--- config.mk ---
export PLATFORM = sky130hd
export DESIGN_NAME = karp_rabin_hash_concat_top
export DESIGN_NICKNAME = d
export VERILOG_FILES = /design/src/sv/krhc_pkg.sv /design/src/sv/karp_rabin_hash_concat_top.sv
export VERILOG_INCLUDE_DIRS = /design/src /design/src/sv
export SDC_FILE = /design/constraint.sdc
export NUM_CORES = 2
export LEC_CHECK = 0
export BUFFER_PORTS_ARGS = -buffer_cell sky130_fd_sc_hd__buf_2
export CORE_UTILIZATION = 40
export DETAILED_ROUTE_END_ITERATION = 10
export SLEW_MARGIN = 20
export SYNTH_ARGS = -nofsm -noshare
export SYNTH_HDL_FRONTEND = slang
export SYNTH_SLANG_ARGS = --single-unit
--- constraint.sdc ---
create_clock -name clock -period 27.5 [get_ports clock]
set_clock_uncertainty 0.05 [all_clocks]
set_input_delay 1.375 -clock clock [delete_from_list [all_inputs] [get_ports clock]]
set_output_delay 1.375 -clock clock [all_outputs]
set_load 0.01 [all_outputs]
--- src/sv/assert_macros.svh ---
// Assertion helpers used by the top-level RTL file.
`ifndef ASSERT_MACROS_SVH
`define ASSERT_MACROS_SVH

// The condition must hold whenever the trigger holds, in the same cycle.
`define ASSERT_IMPLIES(label, clk, rst, trig, cond, msg) \
   label: assert property (@(posedge clk) disable iff (rst) (trig) |-> (cond)) \
      else $error(msg);

// The condition must hold in the cycle after the trigger.
`define ASSERT_NEXT(label, clk, rst, trig, cond, msg) \
   label: assert property (@(posedge clk) disable iff (rst) (trig) |=> (cond)) \
      else $error(msg);

`endif

--- src/sv/krhc_pkg.sv ---
`timescale 1ns / 1ps
package krhc_pkg;

   localparam int MERSENNE_EXPONENT = 61;
   localparam int LENGTH_BITS       = 40;

   localparam int HASH_BITS      = 61;
   localparam int LEN_FIELD_BITS = 40;
   localparam int WORD_BITS      = 64;
   localparam int HALF_BITS      = WORD_BITS / 2;
   localparam int PROD_BITS      = 2 * WORD_BITS;
   localparam int FOLD_BITS      = MERSENNE_EXPONENT + 1;

   localparam logic [WORD_BITS-1:0] PRIME =
      (WORD_BITS'(1) << MERSENNE_EXPONENT) - WORD_BITS'(1);
   localparam logic [FOLD_BITS-1:0] TWICE_PRIME = {PRIME[MERSENNE_EXPONENT-1:0], 1'b0};

   // Multiplier phases: four partial products, then the fold add and the final subtract.
   localparam int PHASE_BITS = 3;
   localparam logic [PHASE_BITS-1:0] PH_FIRST  = 3'd0;
   localparam logic [PHASE_BITS-1:0] PH_FOLD   = 3'd4;
   localparam logic [PHASE_BITS-1:0] PH_FINISH = 3'd5;

   // Program addresses.
   localparam int PC_BITS = 4;
   localparam logic [PC_BITS-1:0] PC_IDLE      = 4'd0;
   localparam logic [PC_BITS-1:0] PC_RED_BASE  = 4'd1;
   localparam logic [PC_BITS-1:0] PC_RED_LEFT  = 4'd2;
   localparam logic [PC_BITS-1:0] PC_RED_RIGHT = 4'd3;
   localparam logic [PC_BITS-1:0] PC_TEST      = 4'd4;
   localparam logic [PC_BITS-1:0] PC_MUL_ACC   = 4'd5;
   localparam logic [PC_BITS-1:0] PC_SQUARE    = 4'd6;
   localparam logic [PC_BITS-1:0] PC_FINAL     = 4'd7;
   localparam logic [PC_BITS-1:0] PC_ADD       = 4'd8;
   localparam logic [PC_BITS-1:0] PC_EMIT      = 4'd9;

   typedef enum logic [2:0] {
      OP_LOAD,
      OP_MUL,
      OP_BRANCH,
      OP_ADD,
      OP_EMIT
   } op_type;

   typedef enum logic [2:0] {
      SEL_ONE,
      SEL_SQ,
      SEL_ACC,
      SEL_LEFT,
      SEL_RIGHT
   } sel_type;

   typedef enum logic [1:0] {
      DST_SQ,
      DST_ACC,
      DST_LEFT,
      DST_RIGHT
   } dst_type;

   typedef struct packed {
      op_type             op;
      sel_type            sel_a;
      sel_type            sel_b;
      dst_type            dst;
      logic               shift_len;
      logic [PC_BITS-1:0] next_pc;
      logic [PC_BITS-1:0] zero_pc;  // branch target when no length bits remain
      logic [PC_BITS-1:0] skip_pc;  // branch target when the current length bit is clear
   } ctrl_word_type;

   function automatic ctrl_word_type make_word(op_type op, sel_type sel_a, sel_type sel_b,
                                               dst_type dst, logic shift_len,
                                               logic [PC_BITS-1:0] next_pc,
                                               logic [PC_BITS-1:0] zero_pc,
                                               logic [PC_BITS-1:0] skip_pc);
      ctrl_word_type w;
      w.op        = op;
      w.sel_a     = sel_a;
      w.sel_b     = sel_b;
      w.dst       = dst;
      w.shift_len = shift_len;
      w.next_pc   = next_pc;
      w.zero_pc   = zero_pc;
      w.skip_pc   = skip_pc;
      return w;
   endfunction

   // The control store.
   function automatic ctrl_word_type microcode(logic [PC_BITS-1:0] pc);
      ctrl_word_type w;
      case (pc)
         PC_IDLE:      w = make_word(OP_LOAD, SEL_ONE, SEL_ONE, DST_ACC, 1'b0,
                                     PC_RED_BASE, PC_IDLE, PC_IDLE);
         PC_RED_BASE:  w = make_word(OP_MUL, SEL_SQ, SEL_ONE, DST_SQ, 1'b0,
                                     PC_RED_LEFT, PC_IDLE, PC_IDLE);
         PC_RED_LEFT:  w = make_word(OP_MUL, SEL_LEFT, SEL_ONE, DST_LEFT, 1'b0,
                                     PC_RED_RIGHT, PC_IDLE, PC_IDLE);
         PC_RED_RIGHT: w = make_word(OP_MUL, SEL_RIGHT, SEL_ONE, DST_RIGHT, 1'b0,
                                     PC_TEST, PC_IDLE, PC_IDLE);
         PC_TEST:      w = make_word(OP_BRANCH, SEL_ONE, SEL_ONE, DST_ACC, 1'b0,
                                     PC_MUL_ACC, PC_FINAL, PC_SQUARE);
         PC_MUL_ACC:   w = make_word(OP_MUL, SEL_ACC, SEL_SQ, DST_ACC, 1'b0,
                                     PC_SQUARE, PC_IDLE, PC_IDLE);
         PC_SQUARE:    w = make_word(OP_MUL, SEL_SQ, SEL_SQ, DST_SQ, 1'b1,
                                     PC_TEST, PC_IDLE, PC_IDLE);
         PC_FINAL:     w = make_word(OP_MUL, SEL_LEFT, SEL_ACC, DST_ACC, 1'b0,
                                     PC_ADD, PC_IDLE, PC_IDLE);
         PC_ADD:       w = make_word(OP_ADD, SEL_ACC, SEL_RIGHT, DST_ACC, 1'b0,
                                     PC_EMIT, PC_IDLE, PC_IDLE);
         PC_EMIT:      w = make_word(OP_EMIT, SEL_ACC, SEL_ONE, DST_ACC, 1'b0,
                                     PC_IDLE, PC_IDLE, PC_IDLE);
         default:      w = make_word(OP_LOAD, SEL_ONE, SEL_ONE, DST_ACC, 1'b0,
                                     PC_RED_BASE, PC_IDLE, PC_IDLE);
      endcase
      return w;
   endfunction

endpackage

--- src/sv/karp_rabin_hash_concat_top.sv ---
`timescale 1ns / 1ps
// Channel  Direction  Handshake             Payload
// req      in         req_valid/req_ready   left_hash, right_hash, right_length
// rsp      out        rsp_valid/rsp_ready   joined_hash
// csr      in         csr_valid/csr_ready   data (base)
//
// An item holds the block from its transfer until the program returns to idle, and only then
// can the next one transfer. The result is loaded into the output register as the program
// returns to idle, and each modular multiply runs on one 32x32 unit.
// Reset (synchronous, active high) clears the base, program counter, phase and result flag.
// A result waiting on rsp stalls only the last program step, until the output register frees.
`include "assert_macros.svh"

module karp_rabin_hash_concat_top
   import krhc_pkg::*;
(
   input  logic                      clock,
   input  logic                      reset,
   input  logic                      req_valid,
   output logic                      req_ready,
   input  logic [HASH_BITS-1:0]      req_left_hash,
   input  logic [HASH_BITS-1:0]      req_right_hash,
   input  logic [LEN_FIELD_BITS-1:0] req_right_length,
   output logic                      rsp_valid,
   input  logic                      rsp_ready,
   output logic [HASH_BITS-1:0]      rsp_joined_hash,
   input  logic                      csr_valid,
   output logic                      csr_ready,
   input  logic [HASH_BITS-1:0]      csr_data
);

   // Control state.
   logic [PC_BITS-1:0]    pc_ff, pc_in;
   logic [PHASE_BITS-1:0] phase_ff, phase_in;
   logic                  rsp_valid_ff, rsp_valid_in;
   logic [HASH_BITS-1:0]  base_ff, base_in;

   // Datapath registers. Values live in 64-bit words and stay below the prime
   // once the three reduction steps at the start of the program have run, but for the final sum.
   logic [WORD_BITS-1:0]   sq_ff, sq_in;
   logic [WORD_BITS-1:0]   acc_ff, acc_in;
   logic [WORD_BITS-1:0]   left_ff, left_in;
   logic [WORD_BITS-1:0]   right_ff, right_in;
   logic [LENGTH_BITS-1:0] len_ff, len_in;
   logic [PROD_BITS-1:0]   prod_ff, prod_in;
   logic [FOLD_BITS-1:0]   fold_ff, fold_in;
   logic [HASH_BITS-1:0]   out_ff, out_in;

   ctrl_word_type ctrl;

   logic [WORD_BITS-1:0]         op_a, op_b;
   logic [HALF_BITS-1:0]         a_half, b_half;
   logic [2*HALF_BITS-1:0]       pp;
   logic [PROD_BITS-1:0]         pp_shifted;
   logic [WORD_BITS-1:0]         mul_result;
   logic [MERSENNE_EXPONENT-1:0] fold_reduced;
   logic [WORD_BITS-1:0]         emit_value;
   logic                         req_xfer;
   logic                         out_free;

   assign ctrl = microcode(pc_ff);

   function automatic logic [WORD_BITS-1:0] pick(sel_type sel, logic [WORD_BITS-1:0] sq,
                                                 logic [WORD_BITS-1:0] acc,
                                                 logic [WORD_BITS-1:0] left,
                                                 logic [WORD_BITS-1:0] right);
      logic [WORD_BITS-1:0] v;
      case (sel)
         SEL_ONE:   v = WORD_BITS'(1);
         SEL_SQ:    v = sq;
         SEL_ACC:   v = acc;
         SEL_LEFT:  v = left;
         SEL_RIGHT: v = right;
         default:   v = WORD_BITS'(1);
      endcase
      return v;
   endfunction

   assign op_a = pick(ctrl.sel_a, sq_ff, acc_ff, left_ff, right_ff);
   assign op_b = pick(ctrl.sel_b, sq_ff, acc_ff, left_ff, right_ff);

   // Phase bit 1 picks the half of the first operand, bit 0 the half of the second.
   assign a_half = phase_ff[1] ? op_a[WORD_BITS-1:HALF_BITS] : op_a[HALF_BITS-1:0];
   assign b_half = phase_ff[0] ? op_b[WORD_BITS-1:HALF_BITS] : op_b[HALF_BITS-1:0];
   assign pp     = a_half * b_half;

   always_comb begin
      case (phase_ff[1:0])
         2'd0:    pp_shifted = PROD_BITS'(pp);
         2'd3:    pp_shifted = PROD_BITS'(pp) << (2 * HALF_BITS);
         default: pp_shifted = PROD_BITS'(pp) << HALF_BITS;
      endcase
   end

   // The folded sum stays below twice the prime, so one subtract completes it.
   assign fold_reduced = (fold_ff >= FOLD_BITS'(PRIME)) ?
                         MERSENNE_EXPONENT'(fold_ff - FOLD_BITS'(PRIME)) :
                         MERSENNE_EXPONENT'(fold_ff);
   assign mul_result   = WORD_BITS'(fold_reduced);

   // The final sum is below twice the prime as well.
   assign emit_value = (acc_ff >= PRIME) ? (acc_ff - PRIME) : acc_ff;

   assign req_ready = (ctrl.op == OP_LOAD);
   assign req_xfer  = req_valid && req_ready;
   assign out_free  = !rsp_valid_ff || rsp_ready;

   always_comb begin
      pc_in        = pc_ff;
      phase_in     = phase_ff;
      rsp_valid_in = rsp_valid_ff && !rsp_ready;
      base_in      = base_ff;
      sq_in        = sq_ff;
      acc_in       = acc_ff;
      left_in      = left_ff;
      right_in     = right_ff;
      len_in       = len_ff;
      prod_in      = prod_ff;
      fold_in      = fold_ff;
      out_in       = out_ff;

      if (csr_valid) begin
         base_in = csr_data;
      end

      case (ctrl.op)
         OP_LOAD: begin
            if (req_xfer) begin
               left_in  = WORD_BITS'(req_left_hash);
               right_in = WORD_BITS'(req_right_hash);
               len_in   = LENGTH_BITS'(req_right_length);
               sq_in    = WORD_BITS'(base_ff);
               acc_in   = WORD_BITS'(1);
               pc_in    = ctrl.next_pc;
            end
         end
         OP_MUL: begin
            if (phase_ff == PH_FIRST) begin
               prod_in = pp_shifted;
            end else if (phase_ff < PH_FOLD) begin
               prod_in = prod_ff + pp_shifted;
            end
            if (phase_ff == PH_FOLD) begin
               fold_in = FOLD_BITS'(prod_ff[MERSENNE_EXPONENT-1:0]) +
                         FOLD_BITS'(prod_ff[2*MERSENNE_EXPONENT-1:MERSENNE_EXPONENT]);
            end
            if (phase_ff == PH_FINISH) begin
               phase_in = PH_FIRST;
               pc_in    = ctrl.next_pc;
               case (ctrl.dst)
                  DST_SQ:    sq_in    = mul_result;
                  DST_ACC:   acc_in   = mul_result;
                  DST_LEFT:  left_in  = mul_result;
                  DST_RIGHT: right_in = mul_result;
                  default:   acc_in   = mul_result;
               endcase
               if (ctrl.shift_len) begin
                  len_in = len_ff >> 1;
               end
            end else begin
               phase_in = phase_ff + PHASE_BITS'(1);
            end
         end
         OP_BRANCH: begin
            if (len_ff == '0) begin
               pc_in = ctrl.zero_pc;
            end else if (!len_ff[0]) begin
               pc_in = ctrl.skip_pc;
            end else begin
               pc_in = ctrl.next_pc;
            end
         end
         OP_ADD: begin
            acc_in = acc_ff + right_ff;
            pc_in  = ctrl.next_pc;
         end
         OP_EMIT: begin
            if (out_free) begin
               out_in       = emit_value[HASH_BITS-1:0];
               rsp_valid_in = 1'b1;
               pc_in        = ctrl.next_pc;
            end
         end
         default: begin
            pc_in = PC_IDLE;
         end
      endcase
   end

   always_ff @(posedge clock) begin
      if (reset) begin
         pc_ff        <= PC_IDLE;
         phase_ff     <= PH_FIRST;
         rsp_valid_ff <= 1'b0;
         base_ff      <= '0;
      end else begin
         pc_ff        <= pc_in;
         phase_ff     <= phase_in;
         rsp_valid_ff <= rsp_valid_in;
         base_ff      <= base_in;
      end
      sq_ff    <= sq_in;
      acc_ff   <= acc_in;
      left_ff  <= left_in;
      right_ff <= right_in;
      len_ff   <= len_in;
      prod_ff  <= prod_in;
      fold_ff  <= fold_in;
      out_ff   <= out_in;
   end

   assign csr_ready       = 1'b1;
   assign rsp_valid       = rsp_valid_ff;
   assign rsp_joined_hash = out_ff;

   // Every delivered hash is fully reduced.
   `ASSERT_IMPLIES(a_rsp_reduced, clock, reset, rsp_valid, WORD_BITS'(rsp_joined_hash) < PRIME, "result not below the prime")
   // The multiplier only runs inside a multiply step.
   `ASSERT_IMPLIES(a_phase_in_mul, clock, reset, phase_ff != PH_FIRST, ctrl.op == OP_MUL, "multiplier phase outside a multiply step")
   // One conditional subtract must be enough after the fold.
   `ASSERT_IMPLIES(a_fold_bound, clock, reset, phase_ff == PH_FINISH, fold_ff < TWICE_PRIME, "folded product not below twice the prime")
   // An accepted item always starts with the base reduction.
   `ASSERT_NEXT(a_start, clock, reset, req_valid && req_ready, pc_ff == PC_RED_BASE && phase_ff == PH_FIRST, "program did not start after a transfer")

endmodule
==> results.txt <==
The number of buffers inserted by post-CTS setup repair is 0. The summed area of non-filler cells in the final layout came out at 83,910 sq um. The insertion delay to the later sink of the worst-skew pair is 0.76 ns. STA classifies the critical path startpoint as a flip-flop. The number of synthesis warnings is 0. In the global route stage, overall resource usage came out at 34.17%. The number of different library cells in the post-synthesis netlist is 93.

The post-synthesis net count came out at 10,360. The minimum hold slack is 0.4475 ns. The count of pins over their slew limit is 0. The detailed-route DRC error count came out at 0.

The sequential fraction of design power is 26.8%. After floorplanning, the core was divided into 160 placement rows. The largest single stage delay on the critical path is 0.84 ns. The largest buffer count on any clock path is 3. The synthesized area divided by synthesized cell count is 8.823 sq um. The final hold violation count is 0. The floorplan step set the die height to 440.3 um. The share of power burned in the clock network is 13.3%. The fraction of power spent switching nets came out at 54.41%. The peak supply drop came out at 0.07225 mV. The setup total negative slack is 0 ns.

The die covers 193,800 sq um. In the synthesized netlist, the number of instances is 8,708. The highest clock rate came out at 62.16 MHz.

The post-route fraction of the period consumed by the critical path came out at 58.50%. The instance area after placement came out at 81,210 sq um. By instance count, the leading cell after synthesis is sky130_fd_sc_hd__nand2_1. The average vias per placed instance came out at 5.971. The cell type with the largest total area after synthesis is sky130_fd_sc_hd__fa_1.

The data arrival time at the worst-slack endpoint is 16.54 ns. The share of the Yosys chip area taken by registers is 23.03%. STA puts the critical path data required time at 27.96 ns. The slowest stage of the critical path is the sky130_fd_sc_hd__o22a_2 cell. The worst setup path is captured at a flip-flop. The first-iteration detailed-routing DRC count came out at 7,733. The worst relative slew slack is 11.78%. The first detailed-routing pass took 6 iterations. The total overflow left after global routing is 0.

The number of violations of the max-capacitance limit is 0. By count the netlist is led by sky130_fd_sc_hd__nand2_1 (1,203), sky130_fd_sc_hd__inv_1 (1,117), sky130_fd_sc_hd__nor2_1 (921). The actual slew at the worst max-slew pin is 1.309 ns. The combinational power share came out at 59.9%. In this run, synthesis inferred 532 flip-flops with an integrated enable. The total of cells resized after clock tree synthesis is 0.

The number of vias in the routed layout came out at 67,740. The routability-driven placement congestion ratio is 1.019. The cell at the root of the clock tree is sky130_fd_sc_hd__clkbuf_16. The share of cells above drive strength 1 came out at 8.227%.

The initial standard-cell utilization of the core came out at 40.35%. The internal power is 3.752 mW. By startpoint and endpoint, the worst setup path is classified as flip-flop to flip-flop.

The core footprint came out at 190,400 sq um. The routed wire length came out at 332,400 um. The clock sink count came out at 618.

TritonCTS built the clock tree. The number of fill cells is 18,730. The number of synthesized register bits is 618. The switching power of the nets is 4.477 mW. The power per cell area came out at 98.07 nW/um^2. The flow ran to the end, and the final reports show no timing, DRC or antenna violations. The shortest period the worst path allows is 16.09 ns. The hold-fix buffer count after cts is 0. By area the synthesized netlist is led by sky130_fd_sc_hd__fa_1 (23%), sky130_fd_sc_hd__edfxtp_1 (21%), sky130_fd_sc_hd__ha_1 (8.5%). Compared with the post-synthesis result, the final layout area differs by 9.218%.

The portion of synthesized cell area occupied by the leading cell type is 23.43%. The number of global-route vias before repair is 67,270. The die boundary width came out at 440.3 um. The first global-routing pass estimated 479,300 um of wire. In the synthesized netlist the async set-or-reset flop fraction comes to 0%. The number of failing setup endpoints in the final timing report is 0.

The highest net fanout along the worst path came out at 59. The worst hold path belongs to the class flip-flop to flip-flop. After clock tree synthesis, the clock-pin slew on the worst setup and hold paths is 0.06 ns.

The dominant cell type by count on the critical path is sky130_fd_sc_hd__fa_1. For this run, the leading register cell type out of synthesis is sky130_fd_sc_hd__edfxtp_1. The total clock buffers created by CTS came out at 77.

Summing every instance area after synthesis gives 76,830 sq um. The leakage component of the power came out at 37.37 nW. The final antenna-violating net count came out at 0. The number of buffers inserted by port buffering came out at 290. The net count of the finished layout is 10,410. The number of antenna violations at the first check in global routing is 16. The number of ports placed on the die boundary came out at 292.

The number of H-tree branching levels is 3. Detailed placement ended at an HPWL of 268,500 um. In the final routed layout, each cell accounts on average for 29.30 um. Setup repair after global routing left no endpoint under its margin.

Entering global routing, the biggest net connects 88 pins.
layout make-up:
type / instances / area, sq um / share of cell area, %
Tap cell: 2511 / 3142 / 3.744
Inverter: 1117 / 4193 / 4.997
Sequential cell: 618 / 17700 / 21.09
Timing Repair Buffer: 469 / 2801 / 3.339
Multi-Input combinational cell: 6479 / 53430 / 63.67
Antenna cell: 9 / 22.52 / 0.02684
Clock buffer: 97 / 2072 / 2.469
Clock inverter: 45 / 553.0 / 0.6591
layer usage:
layer,up-vias,global-route usage (%),part of all wire (%),routed length [um]
li1,29330,-,-,-
met1,34120,45.50,40,134400
met2,3575,52.73,44,147000
met3,708,7.103,9.5,31430
met4,8,16.61,5.9,19540
met5,-,0,0.017,55
state kept, by name (all words and copies together), names as in the netlist:
name and flops:
base_ff 61, ctrl 17, rsp_joined_hash 61, fold_ff 62, rsp_valid 1, phase_ff 3, right_ff 61, pc_ff 4
len_ff 40, sq_ff 61, left_ff 61, acc_ff 64, prod_ff 122
logic make-up after synthesis:
kind of cell | after synthesis | synth area share (%)
fa+ha+maj | 1419 | 31.89
compound gates | 1797 | 15.79
other cells | 1 | 0.004881
xor+xnor | 410 | 4.684
simple gates | 2759 | 15.44
flops | 618 | 23.03
buf+inv | 1611 | 7.915
mux | 93 | 1.246
power groups by stage:
stage	combinational [mW]	clock, mW	sequential, mW
CTS	4.81	1.10	2.16
global route	5.21	1.13	2.19
detailed placement	4.78	0	2.18
floorplan	3.05	0	1.89
finish	4.93	1.09	2.20
global placement	4.78	0	2.18
metrics by stage:
stage | setup slack, ns | cells | utilization [%] | power [mW]
6_report | 11.41 | 11350 | 44.07 | 8.229
5_1_grt | 10.87 | 11340 | 44.06 | 8.530
4_1_cts | 11.57 | 11340 | 44.03 | 8.072
3_5_place_dp | 11.63 | 11190 | 42.66 | 6.960
3_3_place_gp | 11.40 | 11190 | 42.64 | 6.961
2_1_floorplan | 15.02 | 8708 | - | 4.939
worst paths after layout:
path | start | end | slack [ns] | cells past startpoint
worst max-delay path | ctrl[16]$_SDFF_PP0_ | prod_ff[94]$_DFFE_PP_ | 11.41 | 43
worst min-delay path | base_ff[59]$_SDFFE_PP0P_ | base_ff[59]$_SDFFE_PP0P_ | 0.45 | 2
worst max register to register | ctrl[16]$_SDFF_PP0_ | prod_ff[94]$_DFFE_PP_ | 11.41 | 43
worst min register to register | base_ff[59]$_SDFFE_PP0P_ | base_ff[59]$_SDFFE_PP0P_ | 0.45 | 2
cell usage in the layout, fill, tap and decap left out, types with 34 or more instances in the layout:
cell type | netlist | routed
sky130_fd_sc_hd__a211oi_1 | 34 | 34
sky130_fd_sc_hd__a21o_1 | 269 | 269
sky130_fd_sc_hd__a21oi_1 | 429 | 428
sky130_fd_sc_hd__a221oi_1 | 122 | 122
sky130_fd_sc_hd__a22o_1 | 146 | 146
sky130_fd_sc_hd__a31oi_1 | 37 | 36
sky130_fd_sc_hd__and2_1 | 95 | 92
sky130_fd_sc_hd__and3_1 | 44 | 43
sky130_fd_sc_hd__buf_2 | 9 | 289
sky130_fd_sc_hd__buf_4 | 2 | 179
sky130_fd_sc_hd__clkbuf_16 | 0 | 77
sky130_fd_sc_hd__dfxtp_1 | 86 | 86
sky130_fd_sc_hd__edfxtp_1 | 532 | 532
sky130_fd_sc_hd__fa_1 | 899 | 899
sky130_fd_sc_hd__ha_1 | 520 | 519
sky130_fd_sc_hd__inv_1 | 1117 | 1117
sky130_fd_sc_hd__mux2i_1 | 72 | 72
sky130_fd_sc_hd__nand2_1 | 1203 | 1197
sky130_fd_sc_hd__nand2b_1 | 34 | 34
sky130_fd_sc_hd__nand3_1 | 103 | 103
sky130_fd_sc_hd__nand4_1 | 144 | 144
sky130_fd_sc_hd__nor2_1 | 921 | 912
sky130_fd_sc_hd__nor3_1 | 73 | 72
sky130_fd_sc_hd__o21a_1 | 51 | 51
sky130_fd_sc_hd__o21ai_0 | 290 | 288
sky130_fd_sc_hd__o21bai_1 | 70 | 70
sky130_fd_sc_hd__o22a_1 | 52 | 48
sky130_fd_sc_hd__o22ai_1 | 105 | 86
sky130_fd_sc_hd__xnor2_1 | 258 | 254
sky130_fd_sc_hd__xor2_1 | 151 | 147
critical path, delay by kind of cell (launching register included):
| family | cells | cell delay (ns) |
|---|---|---|
| AO/OA/AOI/OAI | 20 | 7.37 |
| adder cells (fa/ha/maj) | 10 | 5.13 |
| AND/OR/NAND/NOR | 5 | 1.03 |
| XOR/XNOR | 2 | 0.69 |
| buffers and inverters | 5 | 0.62 |
| flip-flops | 1 | 0.59 |
| multiplexers | 1 | 0.27 |
Power figures use the tool's default switching activity.
